File: src/design/hcbd_pkg.sv
// Shared types, constants and helpers for the chunked body decoder.
`default_nettype none
package hcbd_pkg;

  localparam int COUNT_BITS_DEF = 32;
  localparam logic [7:0] NEWLINE = 8'h0A;

  typedef enum logic [2:0] {
    PH_SIZE  = 3'd0,
    PH_EXT   = 3'd1,
    PH_DATA  = 3'd2,
    PH_TRAIL = 3'd3,
    PH_DONE  = 3'd4,
    PH_BAD   = 3'd5
  } phase_t;

  // One result of the decoder.
  typedef struct packed {
    logic       has_byte;
    logic [7:0] out_byte;
    logic       is_end;
    logic       status;
  } result_t;

  // Bit 4 set when c is a hex digit; bits 3:0 hold its value.
  function automatic logic [4:0] hex_digit(input logic [7:0] c);
    logic [4:0] r;
    r = 5'd0;
    if (c >= "0" && c <= "9") begin
      r = {1'b1, 4'(c - "0")};
    end else if (c >= "a" && c <= "f") begin
      r = {1'b1, 4'(c - "a" + 8'd10)};
    end else if (c >= "A" && c <= "F") begin
      r = {1'b1, 4'(c - "A" + 8'd10)};
    end
    return r;
  endfunction

endpackage
`default_nettype wire

File: src/design/hcbd_core.sv
// Chunk framing state machine: at most one body byte per accepted request.
`default_nettype none
module hcbd_core #(
  parameter int COUNT_BITS = hcbd_pkg::COUNT_BITS_DEF
) (
  input  wire                    clk,
  input  wire                    rst,
  input  wire                    acc,
  input  wire  [7:0]             in_byte,
  input  wire                    in_last,
  output logic                   emit,
  output hcbd_pkg::result_t      res
);
  import hcbd_pkg::*;

  phase_t                  phase, phase_next;
  logic [COUNT_BITS-1:0]   count, count_next;
  logic                    digit_seen, digit_seen_next;
  logic                    has;
  logic [4:0]              hv;

  always_comb begin
    phase_next      = phase;
    count_next      = count;
    digit_seen_next = digit_seen;
    has             = 1'b0;
    hv              = hex_digit(in_byte);
    case (phase)
      PH_SIZE: begin
        if (hv[4]) begin
          // saturate once any of the top nibble is set
          if (count[COUNT_BITS-1 -: 4] != 4'd0) begin
            count_next = '1;
          end else begin
            count_next = {count[COUNT_BITS-5:0], hv[3:0]};
          end
          digit_seen_next = 1'b1;
        end else if (!digit_seen) begin
          phase_next = PH_BAD;
        end else if (in_byte == NEWLINE) begin
          phase_next = (count == '0) ? PH_DONE : PH_DATA;
        end else begin
          phase_next = PH_EXT;
        end
      end
      PH_EXT: begin
        if (in_byte == NEWLINE) begin
          phase_next = (count == '0) ? PH_DONE : PH_DATA;
        end
      end
      PH_DATA: begin
        has        = 1'b1;
        count_next = count - COUNT_BITS'(1);
        if (count == COUNT_BITS'(1)) begin
          phase_next = PH_TRAIL;
        end
      end
      PH_TRAIL: begin
        if (in_byte == NEWLINE) begin
          phase_next      = PH_SIZE;
          count_next      = '0;
          digit_seen_next = 1'b0;
        end
      end
      default: begin
      end
    endcase

    emit         = has | in_last;
    res.has_byte = has;
    res.out_byte = has ? in_byte : 8'd0;
    res.is_end   = in_last;
    res.status   = in_last && (phase_next == PH_BAD);

    // end of body: next byte starts a fresh body
    if (in_last) begin
      phase_next      = PH_SIZE;
      count_next      = '0;
      digit_seen_next = 1'b0;
    end
  end

  always_ff @(posedge clk) begin
    if (rst) begin
      phase      <= PH_SIZE;
      count      <= '0;
      digit_seen <= 1'b0;
    end else if (acc) begin
      phase      <= phase_next;
      count      <= count_next;
      digit_seen <= digit_seen_next;
    end
  end

`ifndef SYNTHESIS
  a_last_resets: assert property (@(posedge clk) disable iff (rst)
    acc && in_last |=> phase == PH_SIZE && count == '0 && !digit_seen)
    else $error("state not cleared after last byte");

  a_data_nonzero: assert property (@(posedge clk) disable iff (rst)
    phase == PH_DATA |-> count != '0)
    else $error("data phase with zero remaining count");

  a_done_sticky: assert property (@(posedge clk) disable iff (rst)
    (phase == PH_DONE || phase == PH_BAD) && !(acc && in_last) |=> $stable(phase))
    else $error("terminal phase left before end of body");

  a_bad_no_data: assert property (@(posedge clk) disable iff (rst)
    acc && phase == PH_BAD |-> !has)
    else $error("payload forwarded after malformed header");
`endif

endmodule
`default_nettype wire

File: src/design/http_chunked_body_decoder_top.sv
// Top level of the chunked body decoder: framing core plus two-entry result buffer.
//
//   channel | handshake            | payload
//   --------+----------------------+-------------------------------------
//   in      | in_valid / in_ready  | in_byte, in_last
//   out     | out_valid / out_ready| has_byte, out_byte, is_end, status
//
// Each request is decoded in the cycle it is accepted; one request per cycle while in_ready is high.
// A result is registered into the buffer when its request is accepted and reaches out behind any older results.
// Results sit in a two-entry buffer; in_ready drops only when both entries are full.
// Requests that yield no result never occupy the buffer.
// rst is synchronous; it clears the framing state and empties the buffer.
`default_nettype none
module http_chunked_body_decoder_top #(
  parameter int COUNT_BITS = hcbd_pkg::COUNT_BITS_DEF
) (
  input  wire        clk,
  input  wire        rst,
  input  wire        in_valid,
  output logic       in_ready,
  input  wire  [7:0] in_byte,
  input  wire        in_last,
  output logic       out_valid,
  input  wire        out_ready,
  output logic       has_byte,
  output logic [7:0] out_byte,
  output logic       is_end,
  output logic       status
);
  import hcbd_pkg::*;

  logic      acc;
  logic      emit;
  result_t   res;
  result_t   slots [2];
  logic      wr_ptr, rd_ptr;
  logic [1:0] cnt;
  logic      push, pop;
  result_t   head;

  assign in_ready  = (cnt != 2'd2);
  assign acc       = in_valid && in_ready;
  assign out_valid = (cnt != 2'd0);
  assign push      = acc && emit;
  assign pop       = out_valid && out_ready;

  hcbd_core #(
    .COUNT_BITS(COUNT_BITS)
  ) u_core (
    .clk     (clk),
    .rst     (rst),
    .acc     (acc),
    .in_byte (in_byte),
    .in_last (in_last),
    .emit    (emit),
    .res     (res)
  );

  always_ff @(posedge clk) begin
    if (push) begin
      slots[wr_ptr] <= res;
    end
  end

  always_ff @(posedge clk) begin
    if (rst) begin
      wr_ptr <= 1'b0;
      rd_ptr <= 1'b0;
      cnt    <= 2'd0;
    end else begin
      if (push) begin
        wr_ptr <= ~wr_ptr;
      end
      if (pop) begin
        rd_ptr <= ~rd_ptr;
      end
      case ({push, pop})
        2'b10:   cnt <= cnt + 2'd1;
        2'b01:   cnt <= cnt - 2'd1;
        default: cnt <= cnt;
      endcase
    end
  end

  assign head     = slots[rd_ptr];
  assign has_byte = head.has_byte;
  assign out_byte = head.out_byte;
  assign is_end   = head.is_end;
  assign status   = head.status;

endmodule
`default_nettype wire

File: config.mk
export PLATFORM = sky130hd
export DESIGN_NAME = http_chunked_body_decoder_top
export DESIGN_NICKNAME = d
export VERILOG_FILES = /design/src/design/hcbd_pkg.sv /design/src/design/hcbd_core.sv /design/src/design/http_chunked_body_decoder_top.sv
export SDC_FILE = /design/constraint.sdc
export NUM_CORES = 1
export LEC_CHECK = 0
export BUFFER_PORTS_ARGS = -buffer_cell sky130_fd_sc_hd__buf_2
export CAP_MARGIN = 20
export CORE_AREA = 5 5 87 89
export DETAILED_ROUTE_END_ITERATION = 8
export DIE_AREA = 0 0 92 94
export GPL_TIMING_DRIVEN = 0
export PLACE_DENSITY = 0.78
export SLEW_MARGIN = 20
export SYNTH_ARGS = -nofsm -noshare
export SYNTH_HDL_FRONTEND = slang
export SYNTH_HIERARCHICAL = 1
export SYNTH_SLANG_ARGS = --single-unit
File: constraint.sdc
create_clock -name clk -period 2.8 [get_ports clk]
set_input_delay 0.14 -clock clk [delete_from_list [all_inputs] [get_ports clk]]
set_output_delay 0.14 -clock clk [all_outputs]
set_load 0.005 [all_outputs]
# ---- Word level (Yosys, flattened, before mapping)
# Memories as Yosys holds them, arrays and structs flattened. A register that Yosys moved wholly into a read port is not among the register bits.
# Cells that the tools add are included.
dict set report classes {
  n_addsub 8
  n_mul 0
  div_mod_pow 0
  n_lt_le_gt_ge 6
  eq_ne 11
  shifts 0
  muxes 28
  n_bitwise 3
  reduce_logical 16
}
# operator n
set ops {}
lappend ops {{32-bit 2-to-1 mux} 4}
lappend ops {{32-bit one-hot mux with 3 select lines} 1}
lappend ops {{32-bit by 1-bit equality test with 1-bit output (second input constant)} 1}
lappend ops {{32-bit logical NOT} 1}
lappend ops {{32-bit by 1-bit subtractor with 32-bit output (second input constant)} 1}
lappend ops {{3-bit 2-to-1 mux} 8}
lappend ops {{8-bit by 7-bit >= comparator with 1-bit output (second input constant)} 2}
lappend ops {{8-bit by 7-bit less-or-equal comparator with 1-bit output (second input constant)} 2}
lappend ops {{5-bit 2-to-1 mux} 3}
lappend ops {{3-bit one-hot mux with 4 select lines} 1}
lappend ops {{4-bit by 1-bit subtractor with 4-bit output (second input constant)} 3}
lappend ops {{4-bit adder (second input constant)} 2}
lappend ops {{8-bit by 4-bit equality test with 1-bit output (second input constant)} 1}
lappend ops {{8-bit by 6-bit >= comparator with 1-bit output (second input constant)} 1}
lappend ops {{8-bit by 6-bit less-or-equal comparator with 1-bit output (second input constant)} 1}
lappend ops {{1-bit 2-to-1 mux} 8}
lappend ops {{8-bit 2-to-1 mux} 1}
lappend ops {{4-bit AND reduction} 2}
lappend ops {{4-bit nonzero test} 2}
lappend ops {{1-bit logical AND} 7}
lappend ops {{3-bit by 2-bit equality test with 1-bit output (second input constant)} 2}
lappend ops {{3-bit by 2-bit != test with 1-bit output (second input constant)} 2}
lappend ops {{2-bit one-hot mux with 2 select lines} 1}
lappend ops {{2-bit nonzero test} 2}
lappend ops {{other kinds (12)} 13}
dict set report word_totals {
  reg_bits 40
  latchBits 0
  ram_bits 22
  romBits 0
  inputBits 13
  out_inout_bits 13
  word_cells 79
  memories 1
}
# memory depth width read_ports rd_ports_with_merged_regs wr line
set memory_table {}
lappend memory_table {slots 2 11 1 1 1 http_chunked_body_decoder_top.sv:35} ;# result_t slots [2];

# ---- Logic depth before layout (Yosys ltp)
# Gate-level depths: netlist of run 1.
dict set report logic_depth {
  ltp_word 9
  depth_mapped 11
  mapped_depth_nobuf 8
}

# ---- Hierarchy
# Netlist of run 1, hierarchy kept.
# module n_inst cells_each area_each_um2
set modules_own_cells {}
lappend modules_own_cells {hcbd_core 1 397 2907.8}
lappend modules_own_cells {http_chunked_body_decoder_top 1 59 1021.0}

# ---- Worst setup path before layout of run 1
# Ideal clock, no wire load.
dict set report synth_timing {
  path_type {reg2reg}
  start {register u_core.count[9]}
  end {register u_core.count[28]}
  setup_time_ns 0.133
  arrival_ns 2.120
  t_required_ns 2.667
  path_slack_ns 0.547
  path_stages_with_launch 8
  path_buffers 1
  path_cell_list {dfxtp_1 -> or4_1 -> buf_6 -> nor4_4 -> nand2_2 -> or4_1 -> xor2_1 -> o221ai_2}
}
dict set report synth_between {
  elab_chain_cells 3
}
# item line
set synth_rtl {}
lappend synth_rtl {{from (decl)} hcbd_core.sv:17} ;# logic [COUNT_BITS-1:0] count, count_next;
lappend synth_rtl {{from (signal assigned)} hcbd_core.sv:90} ;# count <= count_next;
lappend synth_rtl {{32-bit by 1-bit subtractor with 32-bit output} hcbd_core.sv:53} ;# count_next = count - COUNT_BITS'(1);
lappend synth_rtl {{32-bit one-hot mux with 3 select lines} hcbd_core.sv:28} ;# case (phase)
lappend synth_rtl {{32-bit 2-to-1 mux} hcbd_core.sv:76} ;# if (in_last) begin
# No other way between the ends.
# A chain may end at the register's enable or synchronous reset.

==> flow_summary.json, run 1 <==
{
  "status": "finished, final reports clean",
  "rows": 30,
  "start_kind": "register",
  "clock_latency_ns": 0.35,
  "clk_pin_slew_ns": 0.08,
  "finalSetupViolCount": 0,
  "slowest_stage": "or4_1",
  "p_per_area_nw_per_um2": 647,
  "grt_max_degree": 12,
  "irDropWorstVdd_uv": 277,
  "hold_ws_ns": 0.0366,
  "die_area_um2": 8650,
  "max-slew-margin-rel_pct": 39.0,
  "placed_area_um2": 4150,
  "vias_per_cell": 6.88,
  "vias": 3972,
  "numCtsBuffers": 9,
  "grt_pass1_wl_mm": 18.7,
  "routed_wl_mm": 11.5,
  "fin_crit_sh_pct": 96.4,
  "drtIter0Drc": 419,
  "period_minus_slack_ns": 2.70,
  "max_stage_delay_ns": 0.56,
  "path_cells": "or4_1 -> buf_6 -> nor4_4 -> nand4_1 -> a21oi_1 -> nor2_1 -> nor4b_2",
  "cts_hold_buf": 0,
  "crit_required_ns": 2.94,
  "ant_nets": 0,
  "tightest_slew_ns": 0.911,
  "n_antenna_cell": 0,
  "leakage_nw": 1.60,
  "syn2layout_area_growth_pct": 11.2,
  "hold_class": "input pin to register",
  "final_area_um2": 4370,
  "postSynth.topFlopCell": "dfxtp_1",
  "cp-end-kind": "register",
  "grt_usage_pct": 27.3,
  "cts_sinks": 63,
  "critPathMaxFanout": 8,
  "layout_commonest_cell": "dfxtp_1",
  "ys_seq_area_share_pct": 37.7,
  "crit_family": "simple AND/OR/NAND/NOR gates",
  "grt_setup_unrepaired": "false",
  "die_x_um": 92,
  "fmax_mhz": 370,
  "syn_nets": 477,
  "crit_type": "register to register",
  "finClkSkew_ns": 0.0144,
  "first_pass_iters": 7,
  "final_cells": 577,
  "coreArea_um2": 6680,
  "ys_seq_elements": 63,
  "mappedNetlistArea_um2": 3930,
  "max-cap-violations": 0,
  "cts-root-buf": "clkbuf_8",
  "slew_viol_final": 0,
  "hold_violations": 0,
  "arrival_ns": 2.84,
  "final_cell_mix": "41 x dfxtp_1, 40 x nor2_1, 36 x o21ai_0, 36 x a21oi_1, 31 x nand2_1",
  "synth_cell_types": 74,
  "synthCells": 456,
  "cts_buffer_depth": 2,
  "die_y_um": 94,
  "dp_hpwl_mm": 7.91,
  "htree_levels": 3,
  "async_flop_share_pct": 0,
  "nets": 513,
  "grt_pass1_vias": 3888,
  "ios": 26,
  "grt_overflow": 0,
  "portBuffers": 25,
  "crit_buf_inv": 1,
  "dp_cells": 561,
  "start_util_pct": 58.8,
  "drc": 0,
  "cts_tree": "yes",
  "place_congestion": 0.953,
  "wl_per_cell_um": 19.9,
  "ys_warn_count": 6,
  "layout-drive-gt1-share_pct": 17.1,
  "synth_edf_count": 22,
  "antenna_found_initial": 0,
  "syn_avg_cell_area_um2": 8.62
}
==> layer usage <==
layer  part of all wire, %  GRT usage, %
met1                    39          32.6
met5                     0             0
met2                    47          46.8
met4                   3.5          13.9
met3                   9.9          5.21
==> final timing paths <==
kind,startpoint,to,slack (ns),cells after the start
worst min-delay path,rst,cnt[1],0.04,2
worst min register to register,u_core/count[1],u_core/count[1],0.52,2
worst max-delay path,u_core/count[9],slots[1][0],0.10,7
worst max register to register,u_core/count[9],slots[1][0],0.10,7
==> layout make-up <==
class | instances | area, um^2
Buffer | 31 | 138
Clock buffer | 10 | 128
Clock inverter | 6 | 61.3
Fill cell | 565 | 2310
Inverter | 15 | 56.3
Multi-Input combinational cell | 347 | 2280
Sequential cell | 63 | 1480
Tap cell | 80 | 100
Timing Repair Buffer | 25 | 125
==> Yosys cell counts, types with 3 or more instances <==
cell	count	share of area (%)
o311ai_0	3	0.67
o21ai_0	36	4.6
edfxtp_1	22	17
mux2_2	12	3.4
a31o_2	3	0.67
o21ai_1	4	0.51
buf_2	3	0.38
nor3_1	19	2.4
o22ai_1	3	0.48
or4b_1	3	0.76
o2111ai_1	4	0.89
nor2b_1	4	0.64
or3_1	5	0.80
nor4_1	5	0.80
nand2_1	31	3.0
a21oi_1	36	4.6
xor2_1	3	0.67
nand3_1	7	0.89
clkbuf_1	25	2.4
or4_1	9	1.7
nand2b_1	3	0.48
or2_2	4	0.64
o31ai_1	5	0.96
ha_1	8	2.5
a211oi_1	10	1.9
nor2_1	42	4.0
dfxtp_1	41	21
a21o_1	4	0.76
nand4_1	8	1.3
and3_1	8	1.3
xnor2_1	6	1.3
o221ai_1	6	1.3
o211ai_1	5	0.96
a31oi_1	7	1.1
inv_1	14	1.3
==> repair_timing <==
| item | in CTS | in global routing |
|---|---|---|
| gates resized for setup | 3 | 6 |
| hold endpoints to repair | 0 | 0 |
| buffers inserted | 0 | 0 |
| setup endpoints to repair | 14 | 19 |
| pin swaps | 0 | 0 |
==> state kept, by name, indices dropped and copies added (netlist names), named ones only <==
signal             count
u_core/phase           3
rd_ptr                 1
cnt                    2
u_core/digit_seen      1
wr_ptr                 1
slots                 22
u_core/count          32
==> where the power goes <==
| part | switching [mW] | leakage, nW | internal [mW] |
|---|---|---|---|
| Combinational | 0.583 | 0.960 | 0.368 |
| Sequential | 0.0712 | 0.545 | 1.02 |
| Clock | 0.372 | 0.0960 | 0.408 |
==> cell families (layout without fill, tap and decap cells) <==
logic type | count (synthesis) | count (layout) | share of synthesized area [%]
AOI/OAI and AO/OA | 149 | 149 | 25.4
xor gates and xnor gates | 9 | 9 | 2.01
adders and majority gates | 8 | 8 | 2.55
buffers and inverters | 46 | 87 | 4.87
DFF | 63 | 63 | 37.7
muxes | 13 | 13 | 3.69
and+or+nand+nor | 168 | 168 | 23.8
==> per-stage QoR <==
stage                     setup slack [ns]  setup TNS [ns]  power (mW)  utilization, %
after floorplan                      0.547               0        1.76               -
after global placement              -0.139           -2.10        2.00            62.2
after detailed placement            -0.244           -3.96        2.02            62.2
after CTS                            0.110               0        2.80            65.2
after global routing                0.0385               0        2.95            65.4
final                                0.100               0        2.82            65.4
Power figures use the tool's default switching activity.
==> run 2: changes to the inputs <==
==> constraint.sdc (replaced) <==
create_clock -name clk -period 2.8 [get_ports clk]
set_input_delay 0.56 -clock clk [delete_from_list [all_inputs] [get_ports clk]]
set_output_delay 0.56 -clock clk [all_outputs]
set_load 0.005 [all_outputs]
==> flow_summary.json, run 2 (same netlist as run 1, synthesis figures left out) <==
{
  "status": "finished, final reports clean",
  "gr-usage-met2_pct": 47.1,
  "vias": 3968,
  "antenna_found_initial": 0,
  "layout-drive-gt1-share_pct": 17.9,
  "routed_wl_mm": 11.4,
  "dp_cells": 561,
  "clk_pin_slew_ns": 0.07,
  "fin_crit_sh_pct": 98.5,
  "drtIter0Drc": 445,
  "dp_hpwl_mm": 7.91,
  "p_per_area_nw_per_um2": 644,
  "critPathMaxFanout": 7,
  "place_congestion": 0.953,
  "portBuffers": 25,
  "n_antenna_cell": 0,
  "max-slew-margin-rel_pct": 40.1,
  "power.total_mw": 2.83,
  "vias_per_cell": 6.88,
  "grt_overflow": 0,
  "die_area_um2": 8650,
  "layout_commonest_cell": "dfxtp_1",
  "cts_buffer_depth": 2,
  "coreArea_um2": 6680,
  "fin_tns_setup_ns": 0,
  "start_util_pct": 58.8,
  "leakage_nw": 1.61,
  "final_cells": 577,
  "fin_util_pct": 65.7,
  "irDropWorstVdd_uv": 273,
  "drc": 0,
  "ios": 26,
  "final_cell_mix": "41 x dfxtp_1, 39 x nor2_1, 36 x o21ai_0, 36 x a21oi_1, 31 x nand2_1",
  "use_met1_pct": 33.0,
  "htree_levels": 3,
  "worstHoldStart": "rst",
  "largest_reg_flops": 32,
  "grt_setup_unrepaired": "false",
  "hold_violations": 0,
  "cts_hold_buf": 0,
  "crit_type": "input pin to register",
  "top_usage_layer": "met2",
  "finalSetupViolCount": 0,
  "grt_pass1_wl_mm": 18.8,
  "arrival_ns": 3.04,
  "max-cap-violations": 0,
  "cts_sinks": 63,
  "die_y_um": 94,
  "first_pass_iters": 7,
  "numCtsBuffers": 9,
  "tightest_slew_ns": 0.894,
  "rows": 30,
  "grt_util_met3_pct": 5.21,
  "grt_pass1_vias": 3887,
  "period_minus_slack_ns": 2.76,
  "cts_tree": "yes",
  "fmax_mhz": 363,
  "finClkSkew_ns": 0.0104,
  "reg.largest.list": "u_core/count: 32 flops, slots: 22 flops, u_core/phase: 3 flops",
  "hold_class": "input pin to register",
  "cp-end-kind": "register",
  "grt_usage_pct": 27.4,
  "ant_nets": 0,
  "start_kind": "input pin",
  "top_register": "u_core/count",
  "die_x_um": 92,
  "crit_required_ns": 3.08,
  "cts-root-buf": "clkbuf_8",
  "slew_viol_final": 0,
  "clock_latency_ns": 0.35,
  "wl_per_cell_um": 19.8,
  "rr_startpoint": "u_core/count[24]",
  "crit_start": "in_byte[0]",
  "grt_max_degree": 12,
  "syn2layout_area_growth_pct": 11.8,
  "nets": 513
}
-- run 2: area by class of cell --
type | count | area [um^2]
sequential | 63 | 1480
multi-input combinational | 347 | 2300
clock inverter | 6 | 61.3
fill | 562 | 2290
clock buffer | 10 | 128
inverter | 15 | 56.3
buffer | 30 | 135
tap | 80 | 100
timing repair buffer | 26 | 133
-- run 2: critical path, cell delays in order --
cell and delay (ns):
buf_2 0.12, inv_1 0.13, ha_1 0.16, or4b_1 0.49, or2_1 0.33, a211o_1 0.35, a211oi_4 0.47, o221ai_1 0.24
a21oi_1 0.17
-- run 2: repair_timing --
item,in CTS,in global routing
setup buffers,0,1
gates resized for setup,6,7
setup endpoints to repair,27,32
pin swaps,0,1
-- run 2: stage by stage --
stage	worst slack, ns	hold WS [ns]	cell area, um^2
after detailed placement	-0.608	0.505	4150
after global routing	0.00200	0.470	4390
after CTS	0.00911	0.450	4360
final	0.0418	0.455	4390
after floorplan	0.243	0.462	3930
after global placement	-0.543	0.498	4150
-- run 2: worst paths after layout --
| kind | depth (start not counted) | to | slack [ns] |
|---|---|---|---|
| worst max register to register | 7 | slots[1][0] | 0.12 |
| worst min-delay path | 2 | cnt[1] | 0.45 |
| worst min register to register | 2 | u_core/count[1] | 0.52 |
| worst max-delay path | 9 | u_core/count[12] | 0.04 |
-- run 2: metal layers --
layer | vias up | routed length, um
met4 | 0 | 381
li1 | 1801 | -
met5 | - | 0
met2 | 259 | 5460
met3 | 52 | 1120
met1 | 1856 | 4490
-- run 2: report_power, final --
group          total, mW  internal [mW]  switching, mW
Combinational      0.954          0.370          0.584
Clock              0.781          0.408          0.373
Sequential          1.09           1.02         0.0708
==> run 3: changes to the inputs <==
--- a/config.mk
+++ b/config.mk
@@ -7,11 +7,11 @@
 export LEC_CHECK = 0
 export BUFFER_PORTS_ARGS = -buffer_cell sky130_fd_sc_hd__buf_2
 export CAP_MARGIN = 20
-export CORE_AREA = 5 5 87 89
+export CORE_AREA = 5 5 91 93
 export DETAILED_ROUTE_END_ITERATION = 8
-export DIE_AREA = 0 0 92 94
+export DIE_AREA = 0 0 96 98
 export GPL_TIMING_DRIVEN = 0
-export PLACE_DENSITY = 0.78
+export PLACE_DENSITY = 0.72
 export SLEW_MARGIN = 20
 export SYNTH_ARGS = -nofsm -noshare
 export SYNTH_HDL_FRONTEND = slang
==> flow_summary.json, run 3 (same netlist as run 1, synthesis figures left out) <==
{
  "status": "finished, final reports clean",
  "holdPathStages": 2,
  "ant_nets": 0,
  "dp_cells": 583,
  "drtIter0Drc": 326,
  "period_minus_slack_ns": 2.65,
  "power.total_mw": 3.02,
  "cts_sinks": 63,
  "drc": 0,
  "die_x_um": 96,
  "reg2reg_depth": 9,
  "finClkSkew_ns": 0.00997,
  "htree_levels": 3,
  "cts-root-buf": "clkbuf_8",
  "grt_usage_pct": 24.4,
  "syn2layout_area_growth_pct": 14.4,
  "grt_setup_unrepaired": "true",
  "crit_buf_inv": 2,
  "coreArea_um2": 7450,
  "leakage_nw": 1.64,
  "hold_violations": 0,
  "numCtsBuffers": 9,
  "first_pass_iters": 5,
  "arrival_ns": 2.94,
  "max-cap-violations": 0,
  "fin_crit_sh_pct": 94.6,
  "antenna_found_initial": 0,
  "nets": 514,
  "crit_type": "register to register",
  "critPathMaxFanout": 10,
  "fmax_mhz": 377,
  "crit_family": "simple AND/OR/NAND/NOR gates",
  "die_y_um": 98,
  "layout-drive-gt1-share_pct": 18.3,
  "crit_required_ns": 3.09,
  "finalSetupViolCount": 0,
  "clk_pin_slew_ns": 0.07,
  "final_cells": 600,
  "ios": 26,
  "cts_tree": "yes",
  "cp-end-kind": "register",
  "path_common_cell": "nand2_1",
  "worst-path-stages": 9,
  "fin_util_pct": 60.3,
  "routed_wl_mm": 11.4,
  "die_area_um2": 9410,
  "max-slew-margin-rel_pct": 43.5,
  "cts_hold_buf": 0,
  "start_kind": "register",
  "rows": 32,
  "tightest_slew_ns": 0.844,
  "slowest_stage": "ha_1",
  "placed_area_um2": 4180,
  "clock_latency_ns": 0.35,
  "irDropWorstVdd_uv": 352,
  "grt_max_degree": 13,
  "largest_reg_flops": 32,
  "fin_tns_setup_ns": 0,
  "wl_per_cell_um": 19.0,
  "portBuffers": 25,
  "layout_commonest_cell": "dfxtp_1",
  "hold_class": "input pin to register",
  "vias_per_cell": 6.53,
  "vias": 3918,
  "top_register": "u_core/count",
  "p_per_area_nw_per_um2": 672,
  "reg.largest.list": "u_core/count: 32 flops, slots: 22 flops, u_core/phase: 3 flops",
  "path_cells": "nor2_2 -> nand2_1 -> clkbuf_1 -> clkbuf_2 -> nand2_1 -> nand3_1 -> ha_1 -> or3_1 -> a21oi_1",
  "place_congestion": 0.925,
  "grt_pass1_wl_mm": 17.9,
  "start_util_pct": 52.8,
  "cts_buffer_depth": 2,
  "slew_viol_final": 0,
  "grt_pass1_vias": 3593,
  "max_stage_delay_ns": 0.38,
  "final_cell_mix": "41 x dfxtp_1, 39 x nor2_1, 36 x o21ai_0, 36 x a21oi_1, 31 x nand2_1",
  "final_area_um2": 4490,
  "grt_overflow": 0,
  "dp_hpwl_mm": 8.00,
  "n_antenna_cell": 0
}
-- run 3: cell types whose count changed in the layout (fill, tap and decap cells not counted) --
cell / previous run / this run
bufinv_16: 1 / 3
clkbuf_4: 0 / 1
buf_12: 0 / 1
nor2_2: 2 / 3
clkbuf_2: 3 / 2
clkbuf_1: 22 / 21
clkinvlp_4: 1 / 0
clkinv_2: 3 / 1
clkinv_4: 1 / 3
nor2_4: 2 / 1
-- run 3: per-layer routing --
| layer | track usage (%) | wire, um | part of all wire [%] | vias to the layer above |
|---|---|---|---|---|
| met2 | 38.0 | 5390 | 47 | 224 |
| met1 | 31.4 | 4610 | 41 | 1846 |
| li1 | - | - | - | 1807 |
| met5 | 0 | 0 | 0 | - |
| met3 | 5.08 | 962 | 8.5 | 41 |
| met4 | 12.6 | 412 | 3.6 | 0 |
-- run 3: power by group --
group,switching (mW),internal [mW],leakage (nW),total (mW)
logic,0.579,0.371,0.977,0.950
registers,0.0688,1.02,0.545,1.09
clock network,0.384,0.594,0.123,0.978
-- run 3: worst reg2reg max path: stages (launching register included) --
cell      delay (ns)
dfxtp_1         0.36
nor2_2          0.33
nand2_1         0.14
clkbuf_1        0.27
clkbuf_2        0.29
nand2_1         0.17
nand3_1         0.17
ha_1            0.38
or3_1           0.35
a21oi_1         0.13
-- run 3: final timing paths --
| check | start | to | slack (ns) |
|---|---|---|---|
| max | u_core/phase[2] | cnt[1] | 0.15 |
| min | rst | cnt[1] | 0.45 |
| max reg2reg | u_core/phase[2] | cnt[1] | 0.15 |
| min reg2reg | rd_ptr | register | 0.52 |
-- run 3: area by class of cell --
type / count / area (um^2)
inverters: 15 / 56.3
clock buffers: 9 / 124
repair buffers: 27 / 153
plain buffers: 30 / 138
clock inverters: 7 / 121
well taps: 102 / 128
multi-input cells: 347 / 2290
flip-flops and latches: 63 / 1480
fillers: 674 / 2950
-- run 3: what timing repair did --
| item | 4_1_cts | 5_1_grt |
|---|---|---|
| resized for setup | 8 | 6 |
| pin swaps | 0 | 2 |
| setup endpoints to repair | 36 | 35 |
| setup buffers | 0 | 2 |
-- run 3: metrics by stage --
step	hold slack [ns]	worst slack, ns
finish	0.449	0.151
global route	0.451	-0.00515
CTS	0.435	0.0510
detailed placement	0.505	-0.729
global placement	0.498	-0.561
floorplan	0.462	0.243
